**config.mk**
```make
export PLATFORM = sky130hd
export DESIGN_NAME = pid_speed_loop_pwm_drive_top_flat
export DESIGN_NICKNAME = d
export VERILOG_FILES = /design/src/design/psl_pkg.sv /design/src/design/psl_chan_if.sv /design/src/design/pid_speed_loop_pwm_drive_top.sv /design/src/flat_wrapper.sv
export SDC_FILE = /design/constraint.sdc
export NUM_CORES = 1
export LEC_CHECK = 0
export BUFFER_PORTS_ARGS = -buffer_cell sky130_fd_sc_hd__buf_2
export CAP_MARGIN = 30
export CORE_AREA = 10 10 47 49
export DETAILED_ROUTE_END_ITERATION = 12
export DIE_AREA = 0 0 57 59
export PLACE_DENSITY_LB_ADDON = 0.08
export SYNTH_ARGS = -nofsm -noshare
export SYNTH_HDL_FRONTEND = slang
export SYNTH_SLANG_ARGS = --single-unit
```
**constraint.sdc**
```tcl
create_clock -name i_clk -period 1.1 [get_ports i_clk]
set_input_delay 0.055 -clock i_clk [delete_from_list [all_inputs] [get_ports i_clk]]
set_output_delay 0.055 -clock i_clk [all_outputs]
set_load 0.05 [all_outputs]
```
**src/design/psl_pkg.sv**
```systemverilog
// Shared types and constants for the PID speed loop with PWM drive mapping.
// No dependencies; used by the channel interface instances and the top level.
`default_nettype none

package psl_pkg;

    // Fixed-point scaling
    localparam int Q12_SHIFT = 12;
    localparam int Q8_SHIFT  = 8;

    // Integral clamp: +/-400.0 in Q10.12
    localparam int INT_LIMIT_UNITS = 400;
    localparam logic signed [22:0] INT_LIMIT = 23'(INT_LIMIT_UNITS * (1 << Q12_SHIFT));

    // 100 percent in Q8.8, and the top timer compare value
    localparam int PERCENT_FULL = 100;
    localparam int PWM_SCALE    = 10;
    localparam logic signed [17:0] FULL_Q8     = 18'(PERCENT_FULL * (1 << Q8_SHIFT));
    localparam logic        [13:0] COMPARE_MAX = 14'(PWM_SCALE * PERCENT_FULL);

    // Register reset values
    localparam logic signed [15:0] OUT_UPPER_RST = 16'sd25600;
    localparam logic signed [15:0] OUT_LOWER_RST = -16'sd25600;

    // Configuration register indexes
    typedef enum logic [2:0] {
        REG_GAIN_P     = 3'd0,
        REG_GAIN_I     = 3'd1,
        REG_GAIN_D     = 3'd2,
        REG_OUT_UPPER  = 3'd3,
        REG_OUT_LOWER  = 3'd4,
        REG_DRIVE_SIDE = 3'd5
    } t_reg_index;

    // Drive side codes; the fourth code means no drive
    typedef enum logic [1:0] {
        SIDE_NONE  = 2'd0,
        SIDE_LEFT  = 2'd1,
        SIDE_RIGHT = 2'd2
    } t_side;

    typedef struct packed {
        logic signed [15:0] target_speed;
        logic signed [15:0] measured_speed;
    } t_in_item;

    typedef struct packed {
        logic signed [15:0] pid_output;
        logic        [9:0]  pwm_compare;
        logic               direction_level;
        logic               pwm_written;
    } t_out_item;

    typedef struct packed {
        logic [2:0]  index;
        logic [23:0] value;
    } t_cfg_write;

endpackage

`default_nettype wire

```
**src/design/psl_chan_if.sv**
```systemverilog
// Valid/ready channel carrying one payload item per handshake.
// Payload type is a parameter; the block uses the structs from psl_pkg.
`default_nettype none

interface psl_chan_if #(
    parameter type t_payload = logic
);
    logic     valid;
    logic     ready;
    t_payload data;

    modport source (output valid, output data, input ready);
    modport sink   (input valid, input data, output ready);
endinterface

`default_nettype wire

```
**src/design/pid_speed_loop_pwm_drive_top.sv**
```systemverilog
// PID speed loop with PWM drive mapping: five-stage pipeline, one item per cycle while the output is not held.
// Depends on psl_pkg (types, constants) and psl_chan_if (item channels).
`default_nettype none

// A user's overview: every item on i_in (target and measured speed, Q4.12)
// yields exactly one item on o_out, after passing through every stage listed
// below. A new item is taken in every cycle in which the output is not held;
// the rate is then one item per clock, set by the single pass through the
// pipeline. Stages:
// input register, error/integral (this is where the controller state moves),
// the three gain multiplies, sum with output clamps, and the PWM mapping into
// the output register. All stages advance together, so a held output stalls
// the whole pipe and input ready follows output ready combinationally.
// Configuration writes on i_cfg are always taken (ready is tied high); write
// them only while no item is in flight.
module pid_speed_loop_pwm_drive_top
    import psl_pkg::*;
(
    input  wire        i_clk,
    input  wire        i_rst_n,
    psl_chan_if.sink   i_cfg,
    psl_chan_if.sink   i_in,
    psl_chan_if.source o_out
);

    // ---------------- configuration registers ----------------
    logic signed [23:0] r_gain_p, r_gain_i, r_gain_d;
    logic signed [15:0] r_out_upper, r_out_lower;
    logic        [1:0]  r_drive_side;
    t_cfg_write         w_cfg;

    assign i_cfg.ready = 1'b1;
    assign w_cfg       = i_cfg.data;

    always_ff @(posedge i_clk) begin
        if (!i_rst_n) begin
            r_gain_p     <= '0;
            r_gain_i     <= '0;
            r_gain_d     <= '0;
            r_out_upper  <= OUT_UPPER_RST;
            r_out_lower  <= OUT_LOWER_RST;
            r_drive_side <= SIDE_NONE;
        end else if (i_cfg.valid) begin
            unique case (w_cfg.index)
                REG_GAIN_P:     r_gain_p     <= w_cfg.value;
                REG_GAIN_I:     r_gain_i     <= w_cfg.value;
                REG_GAIN_D:     r_gain_d     <= w_cfg.value;
                REG_OUT_UPPER:  r_out_upper  <= w_cfg.value[15:0];
                REG_OUT_LOWER:  r_out_lower  <= w_cfg.value[15:0];
                REG_DRIVE_SIDE: r_drive_side <= w_cfg.value[1:0];
                default: ; // indexes past the list are ignored
            endcase
        end
    end

    // ---------------- pipeline control ----------------
    // Stage valids: input, error, products, clamped output, result.
    logic r_v_in, r_v_err, r_v_prod, r_v_pid, r_v_out;
    logic w_adv;

    assign w_adv      = !r_v_out || o_out.ready;
    assign i_in.ready = w_adv;
    assign o_out.valid = r_v_out;

    always_ff @(posedge i_clk) begin
        if (!i_rst_n) begin
            r_v_in   <= 1'b0;
            r_v_err  <= 1'b0;
            r_v_prod <= 1'b0;
            r_v_pid  <= 1'b0;
            r_v_out  <= 1'b0;
        end else if (w_adv) begin
            r_v_in   <= i_in.valid;
            r_v_err  <= r_v_in;
            r_v_prod <= r_v_err;
            r_v_pid  <= r_v_prod;
            r_v_out  <= r_v_pid;
        end
    end

    // ---------------- stage 1: input register ----------------
    t_in_item r_in;

    always_ff @(posedge i_clk) begin
        if (w_adv) begin
            r_in <= i_in.data;
        end
    end

    // ---------------- stage 2: error, delta, integral ----------------
    logic signed [21:0] r_integral;   // controller state, Q10.12
    logic signed [15:0] r_prev_err;   // controller state, Q4.12

    logic signed [16:0] w_diff;
    logic signed [15:0] w_err;
    logic signed [22:0] w_int_sum;
    logic signed [21:0] n_integral;
    logic signed [16:0] w_delta;

    assign w_diff = 17'(r_in.target_speed) - 17'(r_in.measured_speed);

    // Saturate the error to 16 bits
    always_comb begin
        if (w_diff[16] != w_diff[15]) begin
            w_err = w_diff[16] ? 16'sh8000 : 16'sh7FFF;
        end else begin
            w_err = w_diff[15:0];
        end
    end

    assign w_int_sum = 23'(r_integral) + 23'(w_err);

    always_comb begin
        if (w_int_sum > INT_LIMIT) begin
            n_integral = INT_LIMIT[21:0];
        end else if (w_int_sum < -INT_LIMIT) begin
            n_integral = 22'(-INT_LIMIT);
        end else begin
            n_integral = w_int_sum[21:0];
        end
    end

    assign w_delta = 17'(w_err) - 17'(r_prev_err);

    always_ff @(posedge i_clk) begin
        if (!i_rst_n) begin
            r_integral <= '0;
            r_prev_err <= '0;
        end else if (w_adv && r_v_in) begin
            r_integral <= n_integral;
            r_prev_err <= w_err;
        end
    end

    logic signed [15:0] r_err;
    logic signed [16:0] r_delta;
    logic signed [21:0] r_int_used;

    always_ff @(posedge i_clk) begin
        if (w_adv) begin
            r_err      <= w_err;
            r_delta    <= w_delta;
            r_int_used <= n_integral;
        end
    end

    // ---------------- stage 3: gain products, floored to Q8.8 ----------------
    logic signed [39:0] w_p_full;
    logic signed [45:0] w_i_full;
    logic signed [40:0] w_d_full;
    logic signed [27:0] r_p_term;
    logic signed [33:0] r_i_term;
    logic signed [28:0] r_d_term;

    assign w_p_full = 40'(r_gain_p) * 40'(r_err);
    assign w_i_full = 46'(r_gain_i) * 46'(r_int_used);
    assign w_d_full = 41'(r_gain_d) * 41'(r_delta);

    // Dropping the low 12 bits of a two's complement value is a floor
    always_ff @(posedge i_clk) begin
        if (w_adv) begin
            r_p_term <= w_p_full[39:Q12_SHIFT];
            r_i_term <= w_i_full[45:Q12_SHIFT];
            r_d_term <= w_d_full[40:Q12_SHIFT];
        end
    end

    // ---------------- stage 4: sum and output clamps ----------------
    logic signed [35:0] w_sum;
    logic signed [15:0] n_pid;
    logic signed [15:0] r_pid;

    assign w_sum = 36'(r_p_term) + 36'(r_i_term) + 36'(r_d_term);

    // Upper clamp tested first, so when the clamps cross, a sum above the upper clamp takes the upper value.
    // Whatever survives lies between the 16-bit clamp values.
    always_comb begin
        if (w_sum > 36'(r_out_upper)) begin
            n_pid = r_out_upper;
        end else if (w_sum < 36'(r_out_lower)) begin
            n_pid = r_out_lower;
        end else begin
            n_pid = w_sum[15:0];
        end
    end

    always_ff @(posedge i_clk) begin
        if (w_adv) begin
            r_pid <= n_pid;
        end
    end

    // ---------------- stage 5: PWM mapping into result register ----------------
    logic signed [17:0] w_pid_ext;
    logic signed [17:0] w_q;          // Q8.8 percent to be scaled
    logic signed [21:0] w_x10;
    logic        [13:0] w_scaled;
    logic        [9:0]  w_compare;
    logic               w_level;
    logic               w_written;
    t_out_item          r_out;

    assign w_pid_ext = 18'(r_pid);

    always_comb begin
        w_q       = '0;
        w_level   = 1'b0;
        w_written = 1'b0;
        unique case (r_drive_side)
            SIDE_LEFT: begin
                w_written = 1'b1;
                if (r_pid[15]) begin
                    w_q     = -w_pid_ext;
                    w_level = 1'b0;
                end else begin
                    w_q     = FULL_Q8 - w_pid_ext;
                    w_level = 1'b1;
                end
            end
            SIDE_RIGHT: begin
                w_written = 1'b1;
                if (r_pid[15]) begin
                    w_q     = FULL_Q8 + w_pid_ext;
                    w_level = 1'b1;
                end else begin
                    w_q     = w_pid_ext;
                    w_level = 1'b0;
                end
            end
            default: ; // no drive, and the unused side code
        endcase
    end

    // 10*q as shift-add; /256 is a shift since q is positive when used
    assign w_x10    = (22'(w_q) <<< 3) + (22'(w_q) <<< 1);
    assign w_scaled = w_x10[21:Q8_SHIFT];

    always_comb begin
        if (w_q <= 18'sd0) begin
            w_compare = '0;
        end else if (w_scaled > COMPARE_MAX) begin
            w_compare = COMPARE_MAX[9:0];
        end else begin
            w_compare = w_scaled[9:0];
        end
    end

    always_ff @(posedge i_clk) begin
        if (w_adv) begin
            r_out.pid_output      <= r_pid;
            r_out.pwm_compare     <= w_compare;
            r_out.direction_level <= w_level;
            r_out.pwm_written     <= w_written;
        end
    end

    assign o_out.data = r_out;

endmodule

`default_nettype wire
```
**src/flat_wrapper.sv**
```systemverilog
// flat-port wrapper written by rule: the top's interface ports become plain ports
module pid_speed_loop_pwm_drive_top_flat import psl_pkg::*;
  (i_clk, i_rst_n, i_cfg_valid, i_cfg_data, i_cfg_ready, i_in_valid, i_in_data, i_in_ready, o_out_valid, o_out_data, o_out_ready);
  psl_chan_if i_cfg_i ();
  psl_chan_if i_in_i ();
  psl_chan_if o_out_i ();
  input  wire i_clk;
  input  wire i_rst_n;
  input wire logic [$bits(i_cfg_i.valid)-1:0] i_cfg_valid;
  input wire logic [$bits(i_cfg_i.data)-1:0] i_cfg_data;
  output wire logic [$bits(i_cfg_i.ready)-1:0] i_cfg_ready;
  input wire logic [$bits(i_in_i.valid)-1:0] i_in_valid;
  input wire logic [$bits(i_in_i.data)-1:0] i_in_data;
  output wire logic [$bits(i_in_i.ready)-1:0] i_in_ready;
  output wire logic [$bits(o_out_i.valid)-1:0] o_out_valid;
  output wire logic [$bits(o_out_i.data)-1:0] o_out_data;
  input wire logic [$bits(o_out_i.ready)-1:0] o_out_ready;
  assign i_cfg_i.valid = i_cfg_valid;
  assign i_cfg_i.data = i_cfg_data;
  assign i_cfg_ready = i_cfg_i.ready;
  assign i_in_i.valid = i_in_valid;
  assign i_in_i.data = i_in_data;
  assign i_in_ready = i_in_i.ready;
  assign o_out_valid = o_out_i.valid;
  assign o_out_data = o_out_i.data;
  assign o_out_i.ready = o_out_ready;
  pid_speed_loop_pwm_drive_top u_core (.i_clk(i_clk), .i_rst_n(i_rst_n), .i_cfg(i_cfg_i), .i_in(i_in_i), .o_out(o_out_i));
endmodule
```
==> reports/summary.md, run 1 <==
- 950 ps — data arrival time of the worst path
- 0 — number of max-cap violations
- nor2b_4 > inv_1 > buf_2 — critical path, cell by cell
- i_in_valid — startpoint of the worst hold path
- 250 ps — register-to-register path setup slack
- 29 — post-synthesis net count
- u_core.o_out.valid — Reg-to-Reg Start
- 18.4% — post-synthesis mux area share
- 3.27 — number of vias per cell after detailed routing
- 0 — post-CTS sizing
- 0 — Setup Viol. Count Final
- 9.90 sq um — Synth Area per Inst
- 1600 nW/um^2 — P per Cell Area
- 15.5% — Starting Density
- 1040 ps — required time reported for the critical path endpoint
- output port — critical path capture point type
- 48.1% — clock share of power
- 1000 ps — Final min period
- 310 ps — Slowest Stage Delay on Critical Path
- 37 — final layout net count
- 46.0% — sequential-to-total area share from yosys stat
- 238 sq um — post-placement cell area
- 240 ps — Skew-Pair Late Insertion Delay
- multiplexers — combinational family with the most area after synthesis
- sky130_fd_sc_hd__clkbuf_4 — library cell used as clock root buffer
- u_core.o_out.valid — Worst Setup SP
- 3 — number of buffers created by CTS
- 24.7% — synthesis-to-layout area growth
- 690 um — wire length of the first global-routing pass
- 1 — CTS H-tree lvls
- 37.9% — fraction of layout instances using a drive strength above 1
- primary input to flip-flop — hold crit path type
- 334 uW — cell-internal power
- 0 — antenna violations before repair
- 0 ps — post-route setup TNS
- 147 — via total after detailed routing
- 168 — number of global-route vias before repair
- 0 — ANT nets after route
- 2 — maximum root-to-sink buffer count
- 11 — top-level I/O count
- 0% — Adder-Cell Fraction of Synth Area
- 0.593 — GP Congestion
- 1.59 ps — largest clock skew in the final design
- u_core.r_v_prod — Reg2Reg Capture Point
- complete, no violations — status
- 61.0 ps — worst hold margin
- 0 — number of DRC markers after the initial detailed-route iteration
- 0 — antenna cells
- 43.5% — share of total power in sequential cells
- flip-flop — type of element launching the critical path
- 218 sq um — netlist area before placement
- 22 — Post-Synthesis Cells
- 5 — Port-buffer cells
- 0 — global route overflow
- 101 uW — Net Switching
- 0 — endpoints failing hold
- 999 MHz — Fmax
- 0 — final max-slew violation count
- 2 — highest fanout seen on the critical path
- 14 — cell row count
- 19.4% — utilization of the core after routing
- 3360 sq um — Die Footprint
- 272 sq um — post-layout instance area
- sky130_fd_sc_hd__dfxtp_2 — Critical Path Slowest Stage Cell
- 0.623 mV — highest ir drop seen on vdd
- 8.4% — part of the power in combinational logic
- 3.45% — post-synthesis compound-gate area fraction
- 14.9% — simple logic cell fraction of the synthesized area
- 0% — xor-xnor portion of the synthesized cell area
- 0.107 nW — leak pwr
- 5 — number of sinks driven by the clock tree
- 7 — largest net degree at the start of global routing
- 2.90% — Tot GR Track Use
- 1 — iteration count of the initial detailed-routing pass
- u_core.r_v_in — terminating pin of the worst hold path
- 40 ps — clock-pin slew on the worst setup and hold paths
- 91.0% — portion of the clock cycle consumed by the worst path in the final layout
- 8.82 um — mean routed wirelength per cell
- yes — TritonCTS clock tree
- 9 — Unique masters post-synth
- 0 — synth warn
- 397 um — WL final
- 5 — number of register bits inferred by synthesis
- 3 — worst reg-to-reg path cell count
- 59 um — die height
- 1400 sq um — area of the core
- 3 — Hold Crit Depth
- flip-flop to output port — kind of critical path
- no — setup repair after global routing missed its margin
- 57 um — die boundary width
- 23.3% — proportion of total power due to net switching
- 0 — post-detailed-route DRC marker count
[routing by layer]
| layer | track usage, % | vias to the layer above | wire [um] |
|---|---|---|---|
| li1 | - | 77 | - |
| met1 | 2.27 | 59 | 146 |
| met2 | 3.41 | 11 | 159 |
| met3 | 4.29 | 0 | 91 |
| met4 | 2.01 | 0 | 0 |
| met5 | 0 | - | 0 |
[cell usage after synthesis, drive strengths merged]
master | count | area, sq um
dfxtp | 5 | 100
nand2 | 5 | 18.8
mux2i | 4 | 40.0
buf | 3 | 26.3
conb | 2 | 7.51
inv | 1 | 3.75
nor2b | 1 | 13.8
o21a | 1 | 7.51
[logic make-up (layout without fill, tap and decap cells)]
| group | Yosys count | after routing |
|---|---|---|
| buf+inv | 4 | 11 |
| simple gates | 6 | 6 |
| compound gates | 1 | 1 |
| mux | 4 | 4 |
| flops | 5 | 5 |
| other cells | 2 | 2 |
[state kept, by name, indices dropped and copies added (netlist names)]
| signal | cells |
|---|---|
| u_core.o_out.valid | 1 |
| u_core.r_v_err | 1 |
| u_core.r_v_in | 1 |
| u_core.r_v_pid | 1 |
| u_core.r_v_prod | 1 |
[how the worst max path moves through the flow]
| stage | endpoint | slack [ps] | cells after the start |
|---|---|---|---|
| after global placement | i_in_ready | 230 | 3 |
| after global routing | i_in_ready | 50 | 3 |
| final | i_in_ready | 100 | 3 |
| after CTS | i_in_ready | 80 | 3 |
| after detailed placement | i_in_ready | 230 | 3 |
| after floorplan | i_in_ready | 70 | 3 |
[through the flow]
stage                     instances  worst slack, ps  power (mW)
after detailed placement         40              235       0.228
after global placement           40              234       0.228
after CTS                        45             77.6       0.452
final                            45             99.0       0.435
after global routing             45             46.8       0.467
after floorplan                  22             67.3       0.224
[placed cells by master, fill, tap and decap left out]
cell type                  Yosys  routed
sky130_fd_sc_hd__conb_1        2       2
sky130_fd_sc_hd__clkbuf_4      0       3
sky130_fd_sc_hd__dfxtp_2       0       1
sky130_fd_sc_hd__nand2_1       5       5
sky130_fd_sc_hd__buf_2         0       5
sky130_fd_sc_hd__dfxtp_1       5       4
sky130_fd_sc_hd__inv_1         1       1
sky130_fd_sc_hd__clkbuf_1      0       1
sky130_fd_sc_hd__buf_4         2       1
sky130_fd_sc_hd__nor2b_4       1       1
sky130_fd_sc_hd__mux2i_1       4       4
sky130_fd_sc_hd__o21a_1        1       1
[area by class of cell]
class | instances | area (sq um)
Tap cell | 16 | 20.0
Multi-Input combinational cell | 13 | 87.6
Sequential cell | 5 | 101
Inverter | 1 | 3.75
Timing Repair Buffer | 6 | 32.5
Clock buffer | 4 | 26.3
Fill cell | 171 | 1130
[power groups by stage]
| stage | Combinational [mW] | Sequential [mW] | Clock (mW) |
|---|---|---|---|
| finish | 0.0365 | 0.189 | 0.209 |
| global route | 0.0400 | 0.190 | 0.237 |
| CTS | 0.0365 | 0.189 | 0.226 |
| detailed placement | 0.0359 | 0.193 | 0 |
| global placement | 0.0356 | 0.192 | 0 |
| floorplan | 0.0294 | 0.194 | 0 |
[critical path: cells and delay by family (launching register included)]
| family | cells | cell delay, ps |
|---|---|---|
| flip-flops | 1 | 310 |
| buffers and inverters | 2 | 290 |
| AND/OR/NAND/NOR | 1 | 120 |
[what timing repair did]
item | CTS | global route
setup buffers | 1 | 0
hold buffers | 0 | 0
setup endpoints to repair | 1 | 0
(Power assumes the default switching activity.)
==> run 2, diff against run 1 <==
--- a/config.mk
+++ b/config.mk
@@ -6,7 +6,7 @@
 export NUM_CORES = 1
 export LEC_CHECK = 0
 export BUFFER_PORTS_ARGS = -buffer_cell sky130_fd_sc_hd__buf_2
-export CAP_MARGIN = 30
+export CAP_MARGIN = 40
 export CORE_AREA = 10 10 47 49
 export DETAILED_ROUTE_END_ITERATION = 12
 export DIE_AREA = 0 0 57 59
==> constraint.sdc (replaced) <==
create_clock -name i_clk -period 1.2 [get_ports i_clk]
set_input_delay 0.06 -clock i_clk [delete_from_list [all_inputs] [get_ports i_clk]]
set_output_delay 0.06 -clock i_clk [all_outputs]
set_load 0.05 [all_outputs]
==> run 2 against run 1 <==
  * Die area unchanged
  * Routed wire length decreased by 1.0%
  * Clock power decreased by 8%
  * Power decreased by 8.4%
  * Highest routed layer unchanged
  * Global-route usage unchanged
  * Clock skew about the same
  * Cell count decreased by 2.2%
  * Design area decreased by 2.8%
  * Register-to-register slack improved by 120 ps
  * Largest power group unchanged
  * Sequential power decreased by 8%
  * Sequential cell count unchanged
==> reports/summary.md, run 2 (synthesized netlist as in run 1, its figures left out) <==
- 23.3% — proportion of total power due to net switching, about the same
- 1400 sq um — area of the core, unchanged
- 172 — FILL cells, was 171
- 0.571 mV — highest ir drop seen on vdd, was 0.623 mV
- 40 ps — clock-pin slew on the worst setup and hold paths, about the same
- 320 ps — Slowest Stage Delay on Critical Path, was 310 ps
- flip-flop — type of element launching the critical path, unchanged
- 0 — antenna violations before repair, unchanged
- 398 uW — Design Power, was 435 uW
- 0 ps — post-route setup TNS, unchanged
- 0 — post-CTS repair timing setup buffer count, was 1
- 393 um — WL final, was 397 um
- 900 MHz — Fmax
- 1110 ps — Final min period
- 14 — cell row count, unchanged
- 167 — number of global-route vias before repair, was 168
- 87.6 sq um — multi-input logic area, unchanged
- 240 ps — Skew-Pair Late Insertion Delay, about the same
- 0.593 — GP Congestion, unchanged
- 48.1% — clock share of power, about the same
- 5 — number of sinks driven by the clock tree, unchanged
- 3 — Hold Crit Depth, unchanged
- 0 — number of buffers inserted for hold repair after clock tree synthesis, unchanged
- 21.3% — synthesis-to-layout area growth, was 24.7%
- 0 — final max-slew violation count, unchanged
- 35.7% — fraction of layout instances using a drive strength above 1, was 37.9%
- 1 — CTS H-tree lvls, unchanged
- 88.3 ps — Worst Setup Slack, final, was 99.0 ps
- 3 — number of cells on the critical path, unchanged
- 0 — endpoints failing hold, unchanged
- 59 um — die height, unchanged
- 0 — global route overflow, unchanged
- 238 sq um — post-placement cell area, unchanged
- 0 — antenna cells, unchanged
- 147 — via total after detailed routing, unchanged
- 690 um — wire length of the first global-routing pass, unchanged
- no — setup repair after global routing missed its margin, unchanged
- sky130_fd_sc_hd__dfxtp_2 — Critical Path Slowest Stage Cell, unchanged
- 15.5% — Starting Density, unchanged
- 1050 ps — data arrival time of the worst path, was 950 ps
- 264 sq um — post-layout instance area, was 272 sq um
- 7 — largest net degree at the start of global routing, unchanged
- u_core.o_out.valid — Reg-to-Reg Start, unchanged
- 0 — number of DRC markers after the initial detailed-route iteration, unchanged
- flip-flop to output port — kind of critical path, unchanged
- 2 — maximum root-to-sink buffer count, unchanged
- 0 — ANT nets after route, unchanged
- 1140 ps — required time reported for the critical path endpoint, was 1040 ps
- 36 — final layout net count, was 37
- 3360 sq um — Die Footprint, unchanged
- 1.60 ps — largest clock skew in the final design, was 1.59 ps
- 2 — worst reg-to-reg path cell count, was 3
- 92.6% — portion of the clock cycle consumed by the worst path in the final layout
- nor2b_4 > inv_1 > buf_2 — critical path, cell by cell, unchanged
- 3.34 — number of vias per cell after detailed routing, was 3.27
- 0 — post-CTS sizing, unchanged
- 5 — Port-buffer cells, unchanged
- primary input to flip-flop — hold crit path type, unchanged
- 306 uW — cell-internal power, was 334 uW
- 57 um — die boundary width, unchanged
- 8.3% — part of the power in combinational logic, was 8.4%
- 0 — Setup Viol. Count Final, unchanged
- 1 — iteration count of the initial detailed-routing pass, unchanged
- i_in_valid — startpoint of the worst hold path, unchanged
- 2.90% — Tot GR Track Use, unchanged
- sky130_fd_sc_hd__clkbuf_4 — library cell used as clock root buffer, unchanged
- flip-flops — kind of cell adding the most delay to the critical path, unchanged
- 92.8 uW — Net Switching, was 101 uW
- 3 — number of buffers created by CTS, unchanged
- 0.102 nW — leak pwr, was 0.107 nW
- 2 — Worst Path Buf+Inv, unchanged
- 0 — number of max-cap violations, unchanged
- 330 ps — Worst Setup Slack post-DPL, was 235 ps
- output port — critical path capture point type, unchanged
- yes — TritonCTS clock tree, unchanged
- sky130_fd_sc_hd__nand2_1, sky130_fd_sc_hd__buf_2, sky130_fd_sc_hd__mux2i_1, sky130_fd_sc_hd__dfxtp_1, sky130_fd_sc_hd__clkbuf_4 — most frequent cells in the layout, unchanged
- 0 — post-detailed-route DRC marker count, unchanged
- 6 — highest fanout seen on the critical path, was 2
- 8.93 um — mean routed wirelength per cell, was 8.82 um
- 1510 nW/um^2 — P per Cell Area, was 1600 nW/um^2
- u_core.o_out.valid — Worst Setup SP, unchanged
- 101 sq um — Sequential Area, unchanged
- 43.6% — share of total power in sequential cells, was 43.5%
- 18.8% — utilization of the core after routing, was 19.4%
- complete, no violations — status, unchanged
- 11 — top-level I/O count, unchanged
## run 2: power by group through the flow
stage	registers, mW	clock network, mW	logic [mW]
after global routing	0.174	0.218	0.0363
after detailed placement	0.176	0	0.0329
after CTS	0.173	0.208	0.0331
after floorplan	0.178	0	0.0269
final	0.174	0.192	0.0330
after global placement	0.176	0	0.0327
## run 2: final cells by class
cell class              count  area share [%]
multi-input cells          13            33.2
flip-flops and latches      5            38.4
repair buffers              5            9.48
clock buffers               4            9.95
well taps                  16            7.58
inverters                   1            1.42
## run 2: worst min-delay path, cell delays in order
cell,delay (ps)
sky130_fd_sc_hd__buf_2,90
sky130_fd_sc_hd__nand2_1,40
sky130_fd_sc_hd__mux2i_1,50
## run 2: through the flow
stage	hold WS [ps]	std cells
final	66.0	44
after floorplan	177	22
after CTS	56.3	44
after global routing	76.8	44
after global placement	303	40
after detailed placement	316	40
## run 2: path summary, 6_finish.rpt
| path | slack (ps) | end |
|---|---|---|
| setup / recovery | 90 | i_in_ready |
| hold / removal | 70 | u_core.r_v_in |
| setup reg to reg | 370 | u_core.r_v_prod |
| hold reg to reg | 470 | u_core.r_v_pid |
## run 2: metal layers
metal | up-vias | track usage (%) | routed length [um]
li1 | 76 | - | -
met1 | 60 | 2.27 | 140
met2 | 11 | 3.41 | 161
met3 | 0 | 4.29 | 91
met4 | 0 | 2.01 | 0
met5 | - | 0 | 0
